<file path="src/rtl/bfi_ram.sv">
// Generic single-port-write, single-port-read RAM with registered read data.
module bfi_ram #(
  parameter int unsigned Width = 8,
  parameter int unsigned Depth = 16
) (
  input  logic                     clk_i,
  input  logic                     we_i,
  input  logic [$clog2(Depth)-1:0] waddr_i,
  input  logic [Width-1:0]         wdata_i,
  input  logic [$clog2(Depth)-1:0] raddr_i,
  output logic [Width-1:0]         rdata_o
);

  logic [Width-1:0] mem_q [Depth];
  logic [Width-1:0] rdata_q;

  // Write port
  always_ff @(posedge clk_i) begin
    if (we_i) begin
      mem_q[waddr_i] <= wdata_i;
    end
  end

  // Registered read port
  always_ff @(posedge clk_i) begin
    rdata_q <= mem_q[raddr_i];
  end

  assign rdata_o = rdata_q;

endmodule

</file>
<file path="config.mk">
export PLATFORM = sky130hd
export DESIGN_NAME = bfi_ram
export DESIGN_NICKNAME = d
export VERILOG_FILES = /design/src/rtl/bfi_ram.sv
export SDC_FILE = /design/constraint.sdc
export NUM_CORES = 1
export LEC_CHECK = 0
export BUFFER_PORTS_ARGS = -buffer_cell sky130_fd_sc_hd__clkbuf_2
export CORE_MARGIN = 5
export CORE_UTILIZATION = 30
export CTS_BUF_LIST = sky130_fd_sc_hd__clkbuf_8
export CTS_CLUSTER_DIAMETER = 200
export CTS_CLUSTER_SIZE = 25
export DETAILED_ROUTE_END_ITERATION = 12
export GPL_ROUTABILITY_DRIVEN = 1
export PLACE_DENSITY = 0.47
export SLEW_MARGIN = 20
export SYNTH_ARGS = -nofsm -noshare
export SYNTH_HDL_FRONTEND = slang
export SYNTH_SLANG_ARGS = --single-unit
</file>
<file path="constraint.sdc">
create_clock -name clk_i -period 2.1 [get_ports clk_i]
set_input_delay 0.21 -clock clk_i [delete_from_list [all_inputs] [get_ports clk_i]]
set_output_delay 0.21 -clock clk_i [all_outputs]
set_load 0.05 [all_outputs]
</file>
# Yosys cells after proc, flatten, opt, wreduce, memory -nomap -nowiden
# Memory sizes are Yosys's and may differ from the RTL's. A register that Yosys moved wholly into a read port is not among the register bits.
# Index checks and enable logic that the tools add are counted.
[word_totals] in_bits=18 ram_bits=128 regBits=0 out_inout_bits=8 wordCells=3 memories=1
[classes] muxes=2
[memory_table] memory="mem_q" words=16 word_bits=8 rd=1 rd_ports_with_merged_regs=1 wr=1 line_no="14" text="logic [Width-1:0] mem_q [Depth];"
[op_table] operator="1-bit two-way mux" count=2

# Longest topological paths before layout
[depth] depth_word=2 mapped_depth=5 ltp_nobuf=3

# Least setup slack after synthesis
# Ideal clock, no wire load.
[synth_timing] path_type="input port to flip-flop" start="input port waddr_i[2]" end="memory mem_q[0][0], enable pin" n_path_buf=0 setup_ps=383 path_slack_ps=397 t_arrival_ps=1320 cell_stages=2 required_time_ps=1717 path_cell_list="or3b_2 -> nor3_1"
[synth_lines] item="start, declared" line_no="8" text="input logic [$clog2(Depth)-1:0] waddr_i,"
[synth_lines] item="end, declared" line_no="14"
# No word-level cell before the write port.

==> reports/qor.txt <==
PortBufs: 25
Crit start category: flip-flop
Std-Cell Core Area: 16,700 sq um
Largest net degree at the start of global routing: 33
Top cells by area, synth: edfxtp_1, mux4_2, mux4_1
Drt drc: 0
Hold Fails Final Rpt: 0
Initial DRC count: 134
Worst-path clk slew: 80 ps
CTS tree: built
Share of layout cells above drive strength 1: 31.4%
# clock sinks: 136
Min Clock Period, post-route: 1330 ps
Fin crit share: 63.4%
Netlist Area Pre-Place: 5150 sq um
Area Overhead vs Synth: 17.1%
Site Rows: 47
Setup-failing EPs final: 0
Max Root-Sink Buffers: 2
WHS Path Cells: 1
CTS resizes: 0
Slew @ Worst Pin: 441 ps
Number of synthesized flops with an enable pin: 128
Setup TNS: 0 ps
VDD IR max: 0.368 mV
R2R cell count: 3
Die width: 141 microns
Vias per cell: 4.61
Avg WL per Cell: 20.0 microns
Critical Path Sink Type: flip-flop
Required @ worst endpoint: 2410 ps
Die Y: 141 microns
Synthesized flop and latch total: 136
Pins Over Slew Limit: 0
Vias post-DR: 2,378
Post-route design area: 6030 sq um
Synth Area per Inst: 22.5 sq um
PwrDens: 905 nW/um^2
Initial Util: 30.8%
Number of global-route vias before repair: 2,561
Antenna cells: 0
Max H-tree Level: 4
First-pass GRT wire length: 15,900 microns
Global-route usage over all layers: 11.1%
GPL Wtd Cong: 0.695
1st-pass router iterations: 4
Root Driver: clkbuf_8
Main synth FF type: edfxtp_1
Yosys top cell area share: 74.7%
Crit-path max FO: 1
# Max-Cap Violations: 0
Synthesized net count: 247
Yosys warns: 0
Fin nets: 301
Post-synth top area cell: edfxtp_1
Initial antenna violation count: 0
Synth cell types: 19
DIE AREA: 19,900 sq um
Gr ovfl total: 0
Post-synthesis cell count: 229
Normalized max-slew margin: 70.6%
Run status: completed
CTS buffer count: 17
Commonest cells in the synthesized netlist: edfxtp_1, mux4_2, a22oi_1
Worst Path Class, Setup: reg2reg
Post-synth ARST share: 0%
Cts hold-fix bufs: 0
Register area share after synthesis: 77.8%
Post-DP HPWL: 6490 microns
Placed inst area: 5640 sq um
Total wire length: 10,300 microns
CP Data Arrival Time: 1640 ps
Post-CTS Setup Bufs: 0
Post-route clock skew: 7.69 ps
Clock Latency Late Sink: 420 ps
Antenna violation net count after detailed routing: 0
IO Count: 26
Hold WC Path Type: in2reg
Most common cell in the netlist: edfxtp_1
Static leakage: 2.00 nW
RSZ-0062 raised after global routing: no
FMAX: 0.752 GHz
-- power breakdown --
part           switching [W]  total, W  internal, W
Clock               0.000960   0.00207      0.00111
Sequential         0.0000171   0.00305      0.00303
Combinational       0.000219  0.000341     0.000123
Total                0.00120   0.00546      0.00426
-- worst max-delay path, cell delays in order (launching register included) --
cell and delay (ps):
edfxtp_1 380, mux4_1 510, a22oi_1 260, nand2_1 80
-- flip-flops by register name, summed over array words and instances (netlist names) --
| signal | flops |
|---|---|
| mem_q | 128 |
| rdata_o | 8 |
-- cell families after synthesis --
kind of cell | count (synthesis) | synth area share [%]
flops | 136 | 77.8
simple gates | 35 | 3.18
mux | 32 | 15.0
compound gates | 16 | 2.33
buf+inv | 10 | 1.68
-- stage by stage --
step	hold WS [ps]	worst slack, ps	power, W	cells	utilization [%]
3_3_place_gp	643	398	0.00345	484	33.8
3_5_place_dp	662	386	0.00346	484	33.8
6_report	237	770	0.00546	516	36.1
5_1_grt	219	616	0.00569	516	36.1
2_1_floorplan	309	397	0.00332	229	-
4_1_cts	208	737	0.00552	516	36.1
-- cell usage in the layout, fill, tap and decap left out, drive strengths merged --
master	instances
clkbuf	44
nor3	4
buf	20
clkinvlp	4
inv	2
nand2b	2
mux4	32
nand3	1
clkinv	5
nand3b	2
a22oi	16
bufinv	2
nand2	9
nor2	13
and2b	1
and2	1
dfxtp	8
or3b	1
nor2b	1
edfxtp	128
-- layout make-up --
cell class	count	area [sq um]
fillers	1573	10700
flip-flops and latches	136	4000
multi-input cells	83	1060
repair buffers	45	300
well taps	220	275
clock buffers	19	262
clock inverters	13	129
-- metal layers --
layer  vias to the layer above  part of all wire (%)  routed length [microns]  GRT usage [%]
met5                         -                     0                        0              0
met3                         6                   3.2                      331           3.39
met1                      1252                    45                     4640           14.1
met2                        40                    51                     5210           18.0
li1                       1080                     -                        -              -
met4                         0                   1.1                      112           4.13
-- final timing paths --
path / start / endpoint / slack, ps
worst max register to register: mem_q[2][3]$_DFFE_PP_ / rdata_o[3]$_DFF_P_ / 770
worst min-delay path: wdata_i[7] / mem_q[8][7]$_DFFE_PP_ / 240
worst min register to register: mem_q[12][5]$_DFFE_PP_ / rdata_o[5]$_DFF_P_ / 670
worst max-delay path: mem_q[2][3]$_DFFE_PP_ / rdata_o[3]$_DFF_P_ / 770
Note: power is estimated with default switching activity, not from simulation.
