===== config.mk =====
export PLATFORM = sky130hd
export DESIGN_NAME = bfi_outbuf
export DESIGN_NICKNAME = d
export VERILOG_FILES = /design/src/rtl/bfi_pkg.sv /design/src/rtl/bfi_outbuf.sv
export SDC_FILE = /design/constraint.sdc
export NUM_CORES = 1
export LEC_CHECK = 0
export BUFFER_PORTS_ARGS = -buffer_cell sky130_fd_sc_hd__buf_2
export CORE_MARGIN = 5
export CORE_UTILIZATION = 33
export DETAILED_ROUTE_END_ITERATION = 8
export GPL_TIMING_DRIVEN = 0
export PLACE_DENSITY_LB_ADDON = 0.05
export SYNTH_ARGS = -nofsm -noshare
export SYNTH_HDL_FRONTEND = slang
export SYNTH_SLANG_ARGS = --single-unit

===== constraint.sdc =====
create_clock -name clk_i -period 0.8 [get_ports clk_i]
set_input_delay 0.16 -clock clk_i [delete_from_list [all_inputs] [get_ports clk_i]]
set_output_delay 0.16 -clock clk_i [all_outputs]
set_load 0.03 [all_outputs]

===== src/rtl/bfi_pkg.sv =====
// Shared constants, command codes and result type of the tape-language interpreter core.
package bfi_pkg;

  // Storage sizes
  localparam int unsigned TapeCells  = 32768;
  localparam int unsigned TapeAw     = $clog2(TapeCells);
  localparam int unsigned ProgDepth  = 4096;
  localparam int unsigned ProgAw     = $clog2(ProgDepth);
  localparam int unsigned ProgLenW   = $clog2(ProgDepth + 1);
  localparam int unsigned StackDepth = 64;
  localparam int unsigned StackAw    = $clog2(StackDepth);
  localparam int unsigned StackCntW  = $clog2(StackDepth + 1);
  localparam int unsigned InDepth    = 1024;
  localparam int unsigned InAw       = $clog2(InDepth);
  localparam int unsigned InCntW     = $clog2(InDepth + 1);

  // Stream widths
  localparam int unsigned InTdataW   = 8;
  localparam int unsigned InTuserW   = 2;
  localparam int unsigned OutTdataW  = 16;

  // Program commands
  localparam logic [7:0] CmdRight = 8'h3E;
  localparam logic [7:0] CmdLeft  = 8'h3C;
  localparam logic [7:0] CmdInc   = 8'h2B;
  localparam logic [7:0] CmdDec   = 8'h2D;
  localparam logic [7:0] CmdOut   = 8'h2E;
  localparam logic [7:0] CmdIn    = 8'h2C;
  localparam logic [7:0] CmdOpen  = 8'h5B;
  localparam logic [7:0] CmdClose = 8'h5D;

  // Item kinds on the input stream
  localparam logic [1:0] ActProg  = 2'd0;
  localparam logic [1:0] ActInput = 2'd1;
  localparam logic [1:0] ActStep  = 2'd2;

  // Status codes
  localparam logic [1:0] StOk        = 2'd0;
  localparam logic [1:0] StOverflow  = 2'd1;
  localparam logic [1:0] StUnderflow = 2'd2;

  // One result item
  typedef struct packed {
    logic [1:0] status;
    logic       halted;
    logic [7:0] out_byte;
    logic       out_valid;
  } result_t;

endpackage


===== src/rtl/bfi_outbuf.sv =====
// Output register that holds one result item until the downstream side takes it.
module bfi_outbuf (
  input  logic                          clk_i,
  input  logic                          rst_ni,
  input  logic                          load_i,
  input  bfi_pkg::result_t              result_i,
  output logic                          free_o,
  output logic                          m_axis_tvalid_o,
  input  logic                          m_axis_tready_i,
  // tdata: out_byte[7:0], halted[8], status[10:9], zero fill
  output logic [bfi_pkg::OutTdataW-1:0] m_axis_tdata_o,
  // tuser: out_valid
  output logic                          m_axis_tuser_o
);

  logic             valid_q, valid_d;
  bfi_pkg::result_t data_q;

  // Slot is free when empty or emptying this cycle
  assign free_o = !valid_q || m_axis_tready_i;

  always_comb begin
    valid_d = valid_q;
    if (load_i) begin
      valid_d = 1'b1;
    end else if (m_axis_tready_i) begin
      valid_d = 1'b0;
    end
  end

  always_ff @(posedge clk_i or negedge rst_ni) begin
    if (!rst_ni) begin
      valid_q <= 1'b0;
    end else begin
      valid_q <= valid_d;
    end
  end

  // Payload, no reset
  always_ff @(posedge clk_i) begin
    if (load_i) begin
      data_q <= result_i;
    end
  end

  assign m_axis_tvalid_o = valid_q;
  assign m_axis_tuser_o  = data_q.out_valid;
  assign m_axis_tdata_o  = {(bfi_pkg::OutTdataW - 11)'(0), data_q.status, data_q.halted,
                            data_q.out_byte};

endmodule

# Word level (Yosys, flattened, before mapping)
# Index checks and enable logic that the tools add are counted.
[totals]
ff_bits = 13
inputBits = 16
out_inout_bits = 19
[classes]
n_reduce_logical = 3
n_mux = 2
[ops]
columns = ["operator", "count"]
rows = [
  ["$mux W1", 2],
  ["$reduce_bool A2 Y1", 1],
  ["$logic_not A1 Y1", 1],
  ["$logic_or A1 B1 Y1", 1],
]

# Depth between registers and ports, before layout
# Gate-level depths: netlist of the first run.
[depth]
depth_word = 2
depth_mapped = 2

# Least setup slack after synthesis of the first run
# No wires, ideal clock.
[synth_timing]
path_type = "register to register"
from = "register m_axis_tvalid_o (netlist name)"
to = "register valid_q, in the netlist m_axis_tvalid_o"
setup_slack_ps = -52
setup_ps = 121
synth_period_minus_slack_ps = 852
required_ps = 679
path_stages_with_launch = 3
t_arrival_ps = 731
cell_sequence = "dfrtp_1 > nand2b_4 > nand2b_2"
[synth_rtl]
columns = ["item", "line_no", "source"]
rows = [
  ["end signal: assignment", "bfi_outbuf.sv:35", "valid_q <= valid_d;"],
  ["end: declaration", "bfi_outbuf.sv:16", "logic valid_q, valid_d;"],
]

# Worst setup path after layout of the first run
[layout_timing]
from = "register valid_q, in the netlist m_axis_tvalid_o"
to = "output free_o"
[layout_via]
elab_chain_cells = 2
[layout_lines]
columns = ["item", "line_no", "source"]
rows = [
  ["$logic_not A1 Y1", "bfi_outbuf.sv:20", "assign free_o = !valid_q || m_axis_tready_i;"],
  ["$logic_or A1 B1 Y1", "bfi_outbuf.sv:20", ""],
  ["end: declaration", "bfi_outbuf.sv:7", "output logic free_o,"],
]
# No other way between the ends.

==> results of run 1 <==
==> Yosys cell counts <==
| cell | count |
|---|---|
| edfxtp_1 | 12 |
| conb_1 | 1 |
| dfrtp_1 | 1 |
| nand2b_2 | 1 |
| nand2b_4 | 1 |
| buf_4 | 5 |
==> metal layers <==
metal / GRT usage / vias to the layer above / share of wire
li1: - / 142 / -
met1: 0.0678 / 125 / 0.22
met2: 0.173 / 19 / 0.63
met3: 0.0268 / 2 / 0.14
met4: 0.0663 / 0 / 0.0069
met5: 0 / - / 0
==> cell families (layout without fill, tap and decap cells) <==
kind of cell | Yosys count | in the layout | synth area share
other | 1 | 5 | 0.00835
AND/OR/NAND/NOR | 2 | 2 | 0.0501
buffers and inverters | 5 | 40 | 0.0836
flip-flops | 13 | 13 | 0.858
==> layout make-up <==
type / count / area, um2
Multi-Input combinational cell: 7 / 41.3
Buffer: 5 / 37.5
Sequential cell: 13 / 387
Tap cell: 15 / 18.8
Clock buffer: 4 / 26.3
Fill cell: 116 / 547
Timing Repair Buffer: 31 / 244
==> layout by cell type, fill, tap and decap left out, drive strengths merged <==
cell          n
dfrtp         1
conb          5
nand2b        2
edfxtp       12
clkbuf        4
dlygate4sd3   1
buf          35
==> per-stage QoR <==
stage / setup slack (ns) / instances / total power [mW] / utilization / instance area (um2)
after floorplan: 0.00156 / 25 / 1.01 / - / 465
after global placement: -0.0176 / 69 / 1.10 / 0.484 / 629
after detailed placement: -0.0292 / 69 / 1.11 / 0.484 / 629
after CTS: -0.261 / 75 / 1.57 / 0.580 / 754
after global routing: -0.289 / 75 / 1.63 / 0.580 / 754
final: -0.243 / 75 / 1.55 / 0.580 / 754
==> final timing paths <==
check                                             from                     endpoint  depth (start not counted)  slack, ns
min reg2reg                m_axis_tvalid_o$_DFFE_PN0P_  m_axis_tvalid_o$_DFFE_PN0P_                          3       0.64
max in group asynchronous                       rst_ni  m_axis_tvalid_o$_DFFE_PN0P_                          2       0.50
max                        m_axis_tvalid_o$_DFFE_PN0P_                       free_o                          2      -0.24
min                                        result_i[0]     m_axis_tuser_o$_DFFE_PP_                          1       0.07
min in group asynchronous                       rst_ni  m_axis_tvalid_o$_DFFE_PN0P_                          2       0.21
max reg2reg                m_axis_tvalid_o$_DFFE_PN0P_  m_axis_tvalid_o$_DFFE_PN0P_                          3       0.05
==> timing repair <==
action,in CTS,in global routing
setup buffers,1,0
endpoints found under the setup margin,14,14
hold endpoints to repair,1,0
resized for setup,26,0
hold buffers,1,0
==> worst reg2reg max path: stages (launching register included) <==
cell and delay, ns:
dfrtp_2 0.42, nand2b_4 0.08, buf_4 0.10, nand2b_2 0.04
==> sequential cells by signal (all words and copies together), names as in the netlist <==
name,flops
m_axis_tvalid_o,1
m_axis_tdata_o,11
m_axis_tuser_o,1
==> power groups by stage <==
| stage | clock network [mW] | logic (mW) | registers, mW |
|---|---|---|---|
| after global routing | 0.439 | 0.358 | 0.833 |
| after CTS | 0.401 | 0.344 | 0.828 |
| after global placement | 0 | 0.273 | 0.827 |
| after floorplan | 0 | 0.0665 | 0.942 |
| after detailed placement | 0 | 0.277 | 0.830 |
| final | 0.380 | 0.342 | 0.826 |
==> metrics.cfg, run 1 <==
[yosys]
synthesis.area_per_instance_um2=21.4
mappedNetlistArea_um2=449
synth.top_cells.by_area=edfxtp_1 80%, buf_4 8.4%, dfrtp_1 5.6%, nand2b_4 3.1%, nand2b_2 1.9%
number_of_standard_cells_after_synthesis=21
synth.largest_area_cell=edfxtp_1
yosysSeqAreaShare=0.858
yosys_warnings=0
post_synth_num_cell_types=6
synth_seq_cells=13
synth_top_cell_area_share=0.802

[placed_design]
io_buffers=29
finalWeightedCongestion=0.628

[cells_and_area]
synthToLayoutAreaGrowth_pct=68.0
antenna-diode-count=0
nets=77
share_of_post_route_cells_with_drive_strength_above_1=0.683

[power]
power.switching_fraction=0.260
share_comb_of_total_power=0.221
intPower_mw=1.15
p_per_area_nw_per_um2=2050
power_leakage_nw=0.347
share_clk_of_total_power=0.246
switchingPower_uw=403
max-vdd-ir-drop_mv=1.04
seqPwrFrac=0.534

[clocking]
worst_skew_pair.late_latency_ns=0.26
cts_tree=yes
htree_levels=1
clock-sinks=13
clock_tree.buffer_depth=2
total_cts_buffers=3
cts_root_buffer=clkbuf_4
path_clk_slew_ns=0.07

[drt]
detailed_router_s_first_iteration_violation_count=2
vias_per_cell=3.84
drt-total-wl_um=872
drc=0
wl_per_cell_um=11.6
detail_route.first_pass.iterations=2
detailroute.via_count=288
drtAntennaViolNets=0

[grt]
grt_antenna_before_repair=0
globalRouteOverflowTotal=0
globalRouteTotalUtil=0.0878
grt_first_pass_wirelength_mm=1.24
first_global_vias=291
grt_start_max_net_pins=14

[sta]
finClkSkew_ns=0
layout_worst_path_cycle_share=1.30
fin_crit_ns=1.04
finalSetupTns_ns=-2.35
unrepaired_setup_endpoints_after_global_routing=true
fin_worst_hold_slack_ns=0.0667
slew_viol_final=0
finalHoldViolCount=0
postLayoutSetupSlackWorst_ns=-0.243
setup_violations=14
max_freq_mhz=959

[floorplanning]
die-width_um=46.9
io-pin-count=35
number_of_placement_rows=13
starting_density_of_the_core=0.345
core_um2=1300
floorplan.die_area_um2=2200
dieHeight_um=46.9

[flow_run]
max-cap-violations=0

[worst_setup_path]
largest_driver_fanout_on_the_critical_path=2
worst_path_max_stage_delay_ns=0.42
timing.critical_path.cells=nand2b_4, buf_6
cpLargestDelayFamily=flip-flops
cp-start-kind=flip-flop
timing.critical_path.required_ns=0.64
cp.buffers_inverters=1
crit_path_class=flip-flop to output port
cpMaxStageDelayCell=dfrtp_2
critPathCaptureType=output port
crit_arrival_ns=0.88

[outcome]
violations=negative setup slack
status=complete, but fails checks

[hold_path]
holdCritPathClass=input pin to flip-flop

Power figures use the tool's default switching activity.
==> run 2: changes to the inputs <==
- CTS_BUF_LIST: default -> sky130_fd_sc_hd__clkbuf_4 sky130_fd_sc_hd__clkbuf_8
==> run 2 against run 1 <==
Compared with the run above: the flow still finishes with violations (negative setup slack); final cell count stayed put; utilization increased by 0.29 points; clock skew unchanged; sequential power hardly changed; critical path depth is the same; largest power group unchanged.
==> metrics.cfg, run 2 (synthesis gave the netlist of run 1 again) <==
[outcome]
status=complete, but fails checks
violations=negative setup slack

[sta]
finClkSkew_ns=0
fin_crit_ns=1.04
max_freq_mhz=958
finalHoldViolCount=0
slew_viol_final=0
unrepaired_setup_endpoints_after_global_routing=true
setup_violations=14
postLayoutSetupSlackWorst_ns=-0.243
layout_worst_path_cycle_share=1.30

[floorplanning]
number_of_placement_rows=13
starting_density_of_the_core=0.345
dieHeight_um=46.9
core_um2=1300
die-width_um=46.9
floorplan.die_area_um2=2200
io-pin-count=35

[grt]
globalRouteOverflowTotal=0
gr-usage-met3=0.0268
top_usage_layer=met2
grt_antenna_before_repair=0
first_global_vias=289
grt_start_max_net_pins=14
groute.layer.met1.usage=0.0704
globalRouteTotalUtil=0.0816
met2_usage=0.157
grt_first_pass_wirelength_mm=1.18

[worst_setup_path]
critPathCaptureType=output port
r2r-start=m_axis_tvalid_o$_DFFE_PN0P_
cp-start-kind=flip-flop
worstSetupStartpoint=m_axis_tvalid_o$_DFFE_PN0P_
largest_driver_fanout_on_the_critical_path=2
timing.critical_path.required_ns=0.64
crit_arrival_ns=0.88
crit_path_class=flip-flop to output port

[drt]
drc=0
vias_per_cell=3.76
detailed_router_s_first_iteration_violation_count=2
detail_route.first_pass.iterations=2
wl_per_cell_um=11.2
detailroute.via_count=282
drt-total-wl_um=837
drtAntennaViolNets=0

[placed_design]
pre_cts_slack_ns=-0.0292
finalWeightedCongestion=0.628
io_buffers=29

[clocking]
htree_levels=1
clock-sinks=13
worst_skew_pair.late_latency_ns=0.26
total_cts_buffers=3
cts_tree=yes
cts_root_buffer=clkbuf_4
path_clk_slew_ns=0.07
clock_tree.buffer_depth=2

[cells_and_area]
area.sequential_um2=387
max_reg_flops=11
share_of_post_route_cells_with_drive_strength_above_1=0.700
final_cell_mix=16 x buf_2, 13 x buf_6, 12 x edfxtp_1, 6 x buf_4, 5 x conb_1
num-fill-cells=111
antenna-diode-count=0
synthToLayoutAreaGrowth_pct=68.8
footprint_of_the_multi_input_gates_um2=41.3
nets=77
most_common_library_cell_in_the_layout_ignoring_fill_and_taps=buf_2

[hold_path]
holdCritPathClass=input pin to flip-flop
worst_hold_start=result_i[4]

[power]
design_power_total_mw=1.58
power_leakage_nw=0.351
max-vdd-ir-drop_mv=1.04
p_per_area_nw_per_um2=2090

[flow_run]
max-cap-violations=0

[run 2: cell counts in the layout (fill, tap and decap cells not counted)]
Identical to the previous run, type by type.
[run 2: worst paths after layout]
kind	slack, ns	depth (start not counted)	end
min in group asynchronous	0.20	2	m_axis_tvalid_o$_DFFE_PN0P_
min reg2reg	0.64	3	m_axis_tvalid_o$_DFFE_PN0P_
min	0.07	1	m_axis_tdata_o[3]$_DFFE_PP_
max in group asynchronous	0.51	2	m_axis_tvalid_o$_DFFE_PN0P_
max	-0.24	2	free_o
max reg2reg	0.06	3	m_axis_tvalid_o$_DFFE_PN0P_
[run 2: worst max-delay path: stages, from the launching register on]
cell and delay [ns]:
dfrtp_2 0.42, nand2b_4 0.07, buf_6 0.12
[run 2: final cells by class]
cell class,instances,share of cell area
repair buffers,31,0.322
well taps,15,0.0248
plain buffers,5,0.0495
clock buffers,4,0.0396
flip-flops and latches,13,0.510
multi-input cells,7,0.0545
[run 2: stage by stage]
step | setup TNS [ns] | area (um2) | instances | util | hold slack [ns]
final | -2.34 | 758 | 75 | 0.583 | 0.0681
after global routing | -2.95 | 758 | 75 | 0.583 | 0.0471
after CTS | -2.58 | 758 | 75 | 0.583 | 0.0576
after detailed placement | -0.0292 | 629 | 69 | 0.484 | -0.0643
after global placement | -0.0176 | 629 | 69 | 0.484 | -0.0657
after floorplan | 0 | 465 | 25 | - | -0.136
[run 2: timing repair]
item / in CTS / in global routing
hold endpoints to repair: 1 / 0
cloned: 0 / 0
buffers inserted: 1 / 0
hold buffers: 1 / 0
endpoints found under the setup margin: 14 / 14
gates resized for setup: 26 / 0
[run 2: per-layer routing]
metal	part of all wire	vias up
met5	0	-
met4	0	0
met3	0.15	0
met2	0.63	19
met1	0.22	121
li1	-	142
[run 2: power breakdown]
group	switching [mW]	internal, mW
Clock	0.188	0.227
Sequential	0.0239	0.802
Combinational	0.190	0.151
==> run 3: changes to the inputs <==
- CORE_MARGIN: 5 -> default
- clock period: 0.8 -> 1.1 ns (I/O delays scaled with it)
==> run 3 against run 2 <==
Compared with the run above: the run now ends clean; power is 30% lower; register-to-register slack better by 0.21 ns; sequential power fell by 28%; clock skew unchanged; flip-flop and latch count unchanged; first-iteration DRC count is 100% higher; critical endpoint unchanged; largest cell class unchanged.
==> metrics.cfg, run 3 (synthesis gave the netlist of run 1 again) <==
[drt]
vias_per_cell=3.95
detail_route.first_pass.iterations=2
detailed_router_s_first_iteration_violation_count=4
drt-total-wl_um=794
drc=0
topRoutingLayerUsed=met3
wl_per_cell_um=10.6
met3WireLength_um=51
met1Wirelength_um=252
drtAntennaViolNets=0
detailroute.via_count=296
met2RoutedLength_um=490

[cells_and_area]
finish.utilization=0.582
most_common_library_cell_in_the_layout_ignoring_fill_and_taps=buf_2
share_of_post_route_cells_with_drive_strength_above_1=0.689
final_cell_mix=27 x buf_2, 12 x edfxtp_1, 7 x buf_4, 5 x conb_1, 5 x clkbuf_4
design_area_um2=691
antenna-diode-count=0
nets=78
max_reg_flops=11
num-fill-cells=103
layoutNonFillerInstCount=75
synthToLayoutAreaGrowth_pct=53.8

[grt]
first_global_vias=292
globalRouteOverflowTotal=0
globalRouteTotalUtil=0.126
grt_start_max_net_pins=14
grt_antenna_before_repair=0
grt_first_pass_wirelength_mm=1.17

[power]
power.switching_fraction=0.259
seqPwrFrac=0.535
max-vdd-ir-drop_mv=0.840
switchingPower_uw=287
intPower_uw=820
share_comb_of_total_power=0.192
share_clk_of_total_power=0.273
p_per_area_nw_per_um2=1600
power_leakage_nw=0.332

[worst_setup_path]
largest_driver_fanout_on_the_critical_path=2
critPathCaptureType=output port
crit_path_class=flip-flop to output port
worst_path_max_stage_delay_ns=0.41
cp-start-kind=flip-flop
crit_arrival_ns=0.88
cpMaxStageDelayCell=dfrtp_1
timing.critical_path.required_ns=0.88
timing.critical_path.cells=nand2b_4, buf_6

[sta]
finalSetupTns_ns=0
setup_violations=0
postLayoutSetupSlackWorst_ns=0.000771
finClkSkew_ns=0
unrepaired_setup_endpoints_after_global_routing=true
layout_worst_path_cycle_share=0.999
fin_crit_ns=1.10
slew_viol_final=0
max_freq_mhz=910
finalHoldViolCount=0

[floorplanning]
io-pin-count=35
core_um2=1190
floorplan.die_area_um2=1510
dieHeight_um=38.9
starting_density_of_the_core=0.379
die-width_um=38.9
number_of_placement_rows=12

[placed_design]
pre_cts_slack_ns=0.223
place_inst=68
io_buffers=29
finalWeightedCongestion=0.567
placed_cell_area_um2=627

[outcome]
status=complete, no violations

[hold_path]
holdCritPathClass=input pin to flip-flop

[clocking]
path_clk_slew_ns=0.07
clock-sinks=13
worst_skew_pair.late_latency_ns=0.26
total_cts_buffers=3
cts_tree=yes
htree_levels=1
cts_root_buffer=clkbuf_4
clock_tree.buffer_depth=2

[flow_run]
max-cap-violations=0

[run 3: changes by cell type in the layout (fill, tap and decap cells not counted)]
cell	change
buf_4	+1
clkbuf_4	+1
dfrtp_2	-1
buf_2	+11
buf_6	-12
dfrtp_1	+1
[run 3: metrics by stage]
stage,power (mW),hold slack [ns]
global placement,0.797,-0.00577
finish,1.11,0.127
floorplan,0.733,-0.0756
global route,1.16,0.111
CTS,1.12,0.119
detailed placement,0.804,-0.00324
[run 3: worst paths after layout]
path | start | end | slack, ns | depth (start not counted)
setup / recovery | m_axis_tvalid_o$_DFFE_PN0P_ | free_o | 0.0008 | 2
hold / removal | result_i[6] | m_axis_tdata_o[5]$_DFFE_PP_ | 0.13 | 1
setup reg to reg | m_axis_tvalid_o$_DFFE_PN0P_ | m_axis_tvalid_o$_DFFE_PN0P_ | 0.27 | 4
hold reg to reg | m_axis_tvalid_o$_DFFE_PN0P_ | m_axis_tvalid_o$_DFFE_PN0P_ | 0.76 | 4
max in group asynchronous | rst_ni | m_axis_tvalid_o$_DFFE_PN0P_ | 0.77 | 2
min in group asynchronous | rst_ni | m_axis_tvalid_o$_DFFE_PN0P_ | 0.25 | 2
[run 3: final cells by class]
class	count	area (um2)	share of cell area
Sequential cell	13	385	0.558
Buffer	5	37.5	0.0543
Clock buffer	4	30.0	0.0435
Tap cell	14	17.5	0.0254
Timing Repair Buffer	32	179	0.259
Multi-Input combinational cell	7	41.3	0.0598
[run 3: worst max-delay path: cells and delay by family, from the launching register on]
family	cells	cell delay [ns]
buffers and inverters	1	0.12
DFF	1	0.41
and+or+nand+nor	1	0.08
[run 3: layer usage]
layer	vias up	track usage
li1	145	-
met1	135	0.106
met2	16	0.246
met3	0	0.0520
met4	0	0.0517
met5	-	0
[run 3: power groups by stage]
| stage | combinational (mW) | clock [mW] | sequential, mW |
|---|---|---|---|
| after global placement | 0.196 | 0 | 0.601 |
| after floorplan | 0.0484 | 0 | 0.685 |
| after CTS | 0.209 | 0.315 | 0.593 |
| after global routing | 0.225 | 0.336 | 0.596 |
| final | 0.213 | 0.302 | 0.592 |
| after detailed placement | 0.199 | 0 | 0.604 |
[run 3: what timing repair did]
| action | CTS | global route |
|---|---|---|
| endpoints found under the setup margin | 2 | 2 |
| cloned | 0 | 0 |
| hold buffers | 1 | 0 |
| hold endpoints to repair | 1 | 0 |
| buffers inserted | 1 | 1 |
| resized for setup | 2 | 1 |
